[src/hdl/pdrg_sqrt.sv]
// Pipelined restoring square root, one result bit per stage, rounded half up.
// Sideband of SIDE_W bits travels with each word.
module pdrg_sqrt #(
    parameter int RAD_W  = 66,
    parameter int SIDE_W = 8
) (
    input  logic                  aclk,
    input  logic                  aresetn,
    input  logic                  en,
    input  logic                  in_valid,
    input  logic [RAD_W-1:0]      in_rad,
    input  logic [SIDE_W-1:0]     in_side,
    output logic                  out_valid,
    output logic [RAD_W/2:0]      out_root,
    output logic [SIDE_W-1:0]     out_side
);
    localparam int ROOT_W = (RAD_W + 1) / 2;
    localparam int PAD_W  = 2 * ROOT_W;
    localparam int REM_W  = ROOT_W + 2;

    logic [PAD_W-1:0]  rad_reg  [ROOT_W+1];
    logic [REM_W-1:0]  rem_reg  [ROOT_W+1];
    logic [ROOT_W-1:0] root_reg [ROOT_W+1];
    logic [SIDE_W-1:0] side_reg [ROOT_W+1];
    logic [ROOT_W:0]   vld_reg;

    always_comb begin
        rad_reg[0]  = PAD_W'(in_rad);
        rem_reg[0]  = '0;
        root_reg[0] = '0;
        side_reg[0] = in_side;
        vld_reg[0]  = in_valid;
    end

    for (genvar s = 0; s < ROOT_W; s++) begin : g_stage
        logic [REM_W-1:0] trial;
        logic [REM_W-1:0] sub;
        logic             fits;
        always_comb begin
            trial = {rem_reg[s][REM_W-3:0], rad_reg[s][PAD_W-1 -: 2]};
            sub   = {root_reg[s], 2'b01};
            fits  = trial >= sub;
        end
        always_ff @(posedge aclk) begin
            if (!aresetn) begin
                vld_reg[s+1] <= 1'b0;
            end else if (en) begin
                vld_reg[s+1] <= vld_reg[s];
            end
            if (en) begin
                rad_reg[s+1]  <= rad_reg[s] << 2;
                rem_reg[s+1]  <= fits ? trial - sub : trial;
                root_reg[s+1] <= {root_reg[s][ROOT_W-2:0], fits};
                side_reg[s+1] <= side_reg[s];
            end
        end
    end

    // remainder above root means the exact root is past the half point
    assign out_valid = vld_reg[ROOT_W];
    assign out_root  = (RAD_W/2 + 1)'(root_reg[ROOT_W])
                     + (RAD_W/2 + 1)'(rem_reg[ROOT_W] > REM_W'(root_reg[ROOT_W]));
    assign out_side  = side_reg[ROOT_W];
endmodule

[config.mk]
export PLATFORM = sky130hd
export DESIGN_NAME = pdrg_sqrt
export DESIGN_NICKNAME = d
export VERILOG_FILES = /design/src/hdl/pdrg_sqrt.sv
export SDC_FILE = /design/constraint.sdc
export NUM_CORES = 2
export LEC_CHECK = 0
export BUFFER_PORTS_ARGS = -buffer_cell sky130_fd_sc_hd__buf_2
export CAP_MARGIN = 10
export CORE_UTILIZATION = 48
export DETAILED_ROUTE_END_ITERATION = 6
export GPL_ROUTABILITY_DRIVEN = 0
export HOLD_SLACK_MARGIN = 0.12
export SETUP_SLACK_MARGIN = 0.2
export SKIP_CTS_REPAIR_TIMING = 1
export SLEW_MARGIN = 20
export SYNTH_ARGS = -nofsm -noshare
export SYNTH_HDL_FRONTEND = slang
export SYNTH_SLANG_ARGS = --single-unit
[constraint.sdc]
create_clock -name aclk -period 7.3 [get_ports aclk]
set_input_delay 0.365 -clock aclk [delete_from_list [all_inputs] [get_ports aclk]]
set_output_delay 0.365 -clock aclk [all_outputs]
set_load 0.02 [all_outputs]
; Yosys cells after proc, flatten, opt, wreduce, memory -nomap -nowiden
; Cells that the tools add are included.
[totals]
word_cells = 266
out_inout_bits = 43
register_bits = 2975
[classes]
n_mux = 33
magnitude_cmp = 34
addsub = 34
[ops]
columns = cell, count
row1 = $mux 33, 31
row2 = $ge 35x10->1, 1
row3 = $ge 35x11->1, 1
row4 = $ge 35x12->1, 1
row5 = $ge 35x13->1, 1
row6 = $ge 35x14->1, 1
row7 = $ge 35x15->1, 1
row8 = $ge 35x16->1, 1
row9 = $ge 35x17->1, 1
row10 = $ge 35x18->1, 1
row11 = $ge 35x19->1, 1
row12 = $ge 35x20->1, 1
row13 = $ge 35x21->1, 1
row14 = $ge 35x22->1, 1
row15 = $ge 35x23->1, 1
row16 = $ge 35x24->1, 1
row17 = $ge 35x25->1, 1
row18 = $ge 35x26->1, 1
row19 = $ge 35x27->1, 1
row20 = $ge 35x28->1, 1
row21 = $ge 35x29->1, 1
row22 = $ge 35x3->1, 1
row23 = $ge 35x30->1, 1
row24 = $ge 35x31->1, 1
row25 = other kinds (47), 47

; Depth between registers and ports, before layout
[logic_depth]
depth_word = 2
depth_mapped = 19

; Worst setup path after synthesis
; Ideal clock, no wire load.
[synth_path]
path_type = register -> output
startpoint = reg root_reg[20] (netlist name)
endpoint = out out_root[27]
setup_slack_ns = 3.469
stages_incl_launch_ff = 19
arrival_ns = 3.466
cell_sequence = edfxtp_1 > inv_1 > ha_1 > a21o_1 > a21o_1 > a21o_1 > a21o_1 > a21o_1 > a21o_1 > a211o_1 > a21oi_1 > a21oi_1 > ha_1 > and3_1 > and2_1 > nand2b_1 > or2_2 > nor2_1 > xnor2_1
[synth_between]
elab_chain_cells = 2
[synth_rtl]
columns = element, line
row1 = start: declaration, 23  ; logic [ROOT_W-1:0] root_reg [ROOT_W+1];
row2 = start signal: indexed assignment, 53  ; root_reg[s+1] <= {root_reg[s][ROOT_W-2:0], fits};
row3 = $gt 35x33->1, 62  ; + (RAD_W/2 + 1)'(rem_reg[ROOT_W] > REM_W'(root_reg[ROOT_W]));
row4 = $add 33x1->34 *, 62
row5 = end: declaration, 14  ; output logic [RAD_W/2:0] out_root,
; Mark *: on every way between the ends. The rest lies on a longest branch, timed or not.

; Worst setup path in the final report
[layout_path]
startpoint = reg root_reg[8] (netlist name)
endpoint = out out_root[32]
; Same word-level chain as after synthesis.

==> results.json <==
{
  "synth_warnings": 0,
  "relSlewSlack_pct": 28.7,
  "min_period_ns": 5.37,
  "max_freq_mhz": 186,
  "viasPerCell": 5.47,
  "yosys.area.top_type_share_pct": 64.8,
  "clkPwrFrac_pct": 31.6,
  "synth_edf_count": 2924,
  "utilization_pct": 54.1,
  "synth_area_sq_um": 135000,
  "p_sw_w": 0.0143,
  "skew_ns": 0.0334,
  "hp-class": "in -> reg",
  "max_stage_delay_ns": 0.44,
  "die_w_microns": 533,
  "crit_fanout": 4,
  "max_cap_violations": 0,
  "path_clk_slew_ns": 0.06,
  "port_buffers": 120,
  "hpwlAfterDp_microns": 189000,
  "outcome": "complete, no violations",
  "cp_cell_sequence": "inv_1 -> ha_1 -> nand4_1 -> nor2_1 -> o21ai_0 -> o211ai_1 -> a21oi_1 -> nor2_1 -> a211o_1 -> a21oi_1 -> a21oi_1 -> ha_1 -> ha_1 -> nand3_1 -> nor2_1 -> inv_1 -> nor3_1 -> nand2_1 -> xnor2_1 -> buf_2",
  "cp.arrival_ns": 5.00,
  "coreArea_sq_um": 280000,
  "clock_latency_ns": 0.90,
  "syn_area_per_cell_sq_um": 13.1,
  "tritoncts": "done",
  "first_pass_iters": 6,
  "critical_path.startpoint_type": "flip-flop",
  "synth.distinct_cells": 101,
  "cts_buffers": 317,
  "io_pins": 121,
  "vias": 80271,
  "drc": 0,
  "period_share_pct": 73.5,
  "syn_inst": 10311,
  "clock_sinks": 2957,
  "grt.overflow.total": 0,
  "antenna_found_initial": 5,
  "num-nets-final": 11389,
  "async_flop_share_pct": 0,
  "cts_root_buf": "clkbuf_16",
  "die-area_sq_um": 284000,
  "cts_buffer_depth": 4,
  "drt_iter0_drc": 6090,
  "netlist_top_cells_count": "edfxtp_1, inv_1, nand2_1, ha_1, a21oi_1",
  "worstSetupEndpointType": "output pin",
  "area_delta_synth_final_pct": 11.9,
  "synth-seq-cells": 2957,
  "synth_flop_cell": "edfxtp_1",
  "p_leak_nw": 57.7,
  "htreeDepth": 5,
  "yosysMostFrequentCell": "edfxtp_1",
  "track_usage_pct": 18.5,
  "seqPwrFrac_pct": 46.6,
  "synth_area_leader_cell": "edfxtp_1",
  "start_util_pct": 48.4,
  "finalMaxSlewViolations": 0,
  "largest_register_ffs": 1072,
  "ys_seq_area_share_pct": 65.3,
  "vdd_drop_max_v": 0.000221,
  "p_sw_share_pct": 29.2,
  "rows": 194,
  "power_frac_comb_pct": 21.8,
  "drt.antenna.violating_nets": 0,
  "wl_per_cell_microns": 18.3,
  "synth.net_count": 11021,
  "crit_type": "reg -> out",
  "drive_gt1_share_pct": 7.34,
  "grt_pass1_vias": 78854,
  "finalHoldViolations": 0,
  "power_density_nw_per_um2": 324,
  "fp.dieH_microns": 533,
  "setup_viol": 0,
  "cp_slowest_cell": "nor3_1",
  "rsz0062_at_grt": "false",
  "setup_tns_ns": 0,
  "grt_max_degree": 184,
  "grt_pass1_wl_microns": 426000,
  "ys_top_cells_by_area": "edfxtp_1, ha_1, xnor2_1, xor2_1, a21oi_1",
  "p_int_w": 0.0348,
  "whs_ns": 0.170,
  "finalPower_w": 0.0492,
  "worstPathRequired_ns": 6.93,
  "drt_wl_total_microns": 268000,
  "tightestPinTransition_ns": 1.06
}
worst max-delay path, delay by kind of cell, from the launching register on:
family / cells / cell delay (ns)
AND/OR/NAND/NOR: 7 / 1.60
adder cells (fa/ha/maj): 3 / 0.78
AO/OA/AOI/OAI: 6 / 0.76
buffers and inverters: 3 / 0.42
flip-flops: 1 / 0.39
XOR/XNOR: 1 / 0.16
stage by stage:
step	setup slack (ns)	instances	instance area [sq um]
after detailed placement	2.75	14004	141000
after CTS	1.77	14581	151000
after global placement	2.77	14003	141000
after global routing	1.49	14663	152000
after floorplan	3.47	10311	135000
final	1.93	14663	152000
layer usage:
metal / wire (microns) / GRT usage, % / vias to the layer above
li1: - / - / 38985
met1: 116000 / 24.0 / 38742
met2: 131000 / 31.7 / 1944
met3: 11100 / 2.15 / 600
met4: 10300 / 7.25 / 0
met5: 0 / 0 / -
cells by family after synthesis:
logic type,after synthesis,share of synthesized area (%)
mux,151,1.21
xor+xnor,906,5.86
simple gates,2596,9.54
other cells,1,0.00277
buf+inv,1013,2.85
flops,2957,65.3
fa+ha+maj,632,5.84
compound gates,2055,9.41
power groups by stage:
stage | clock, W | combinational (W) | sequential, W
global route | 0.0167 | 0.0119 | 0.0231
CTS | 0.0161 | 0.0106 | 0.0229
detailed placement | 0 | 0.0106 | 0.0233
global placement | 0 | 0.0104 | 0.0232
finish | 0.0156 | 0.0107 | 0.0229
floorplan | 0 | 0.00797 | 0.0226
path summary, 6_finish.rpt:
kind,start,to,slack (ns),depth (start not counted)
worst max-delay path,root_reg[8]$_DFFE_PP_,out_root[32],1.93,20
worst min-delay path,in_rad[0],rad_reg[2114]$_DFFE_PP_,0.17,2
worst max register to register,g_stage[13].sub[10]$_DFFE_PP_,g_stage[14].trial[30]$_DFFE_PP_,3.08,10
worst min register to register,rad_reg[1045]$_DFFE_PP_,rad_reg[981]$_DFFE_PP_,0.40,0
final cells by class:
class                   instances  area, sq um
repair buffers                262         2070
clock inverters               201         1950
well taps                    3724         4660
inverters                     800         3000
multi-input cells            6341        43300
fillers                     23048       128000
flip-flops and latches       2957        88500
clock buffers                 376         8220
diodes                          2         5.00
layout by cell type, fill, tap and decap left out, types with 231 or more instances in the layout:
master | synthesis | final
xor2_1 | 400 | 400
nor3_1 | 232 | 231
o21ai_0 | 520 | 519
nor2_1 | 594 | 594
xnor2_1 | 505 | 505
edfxtp_1 | 2924 | 2924
a21oi_1 | 623 | 621
inv_1 | 792 | 792
nand2_1 | 689 | 689
ha_1 | 632 | 632
a21o_1 | 272 | 272
clkbuf_16 | 0 | 320
Note: power is estimated with default switching activity, not from simulation.
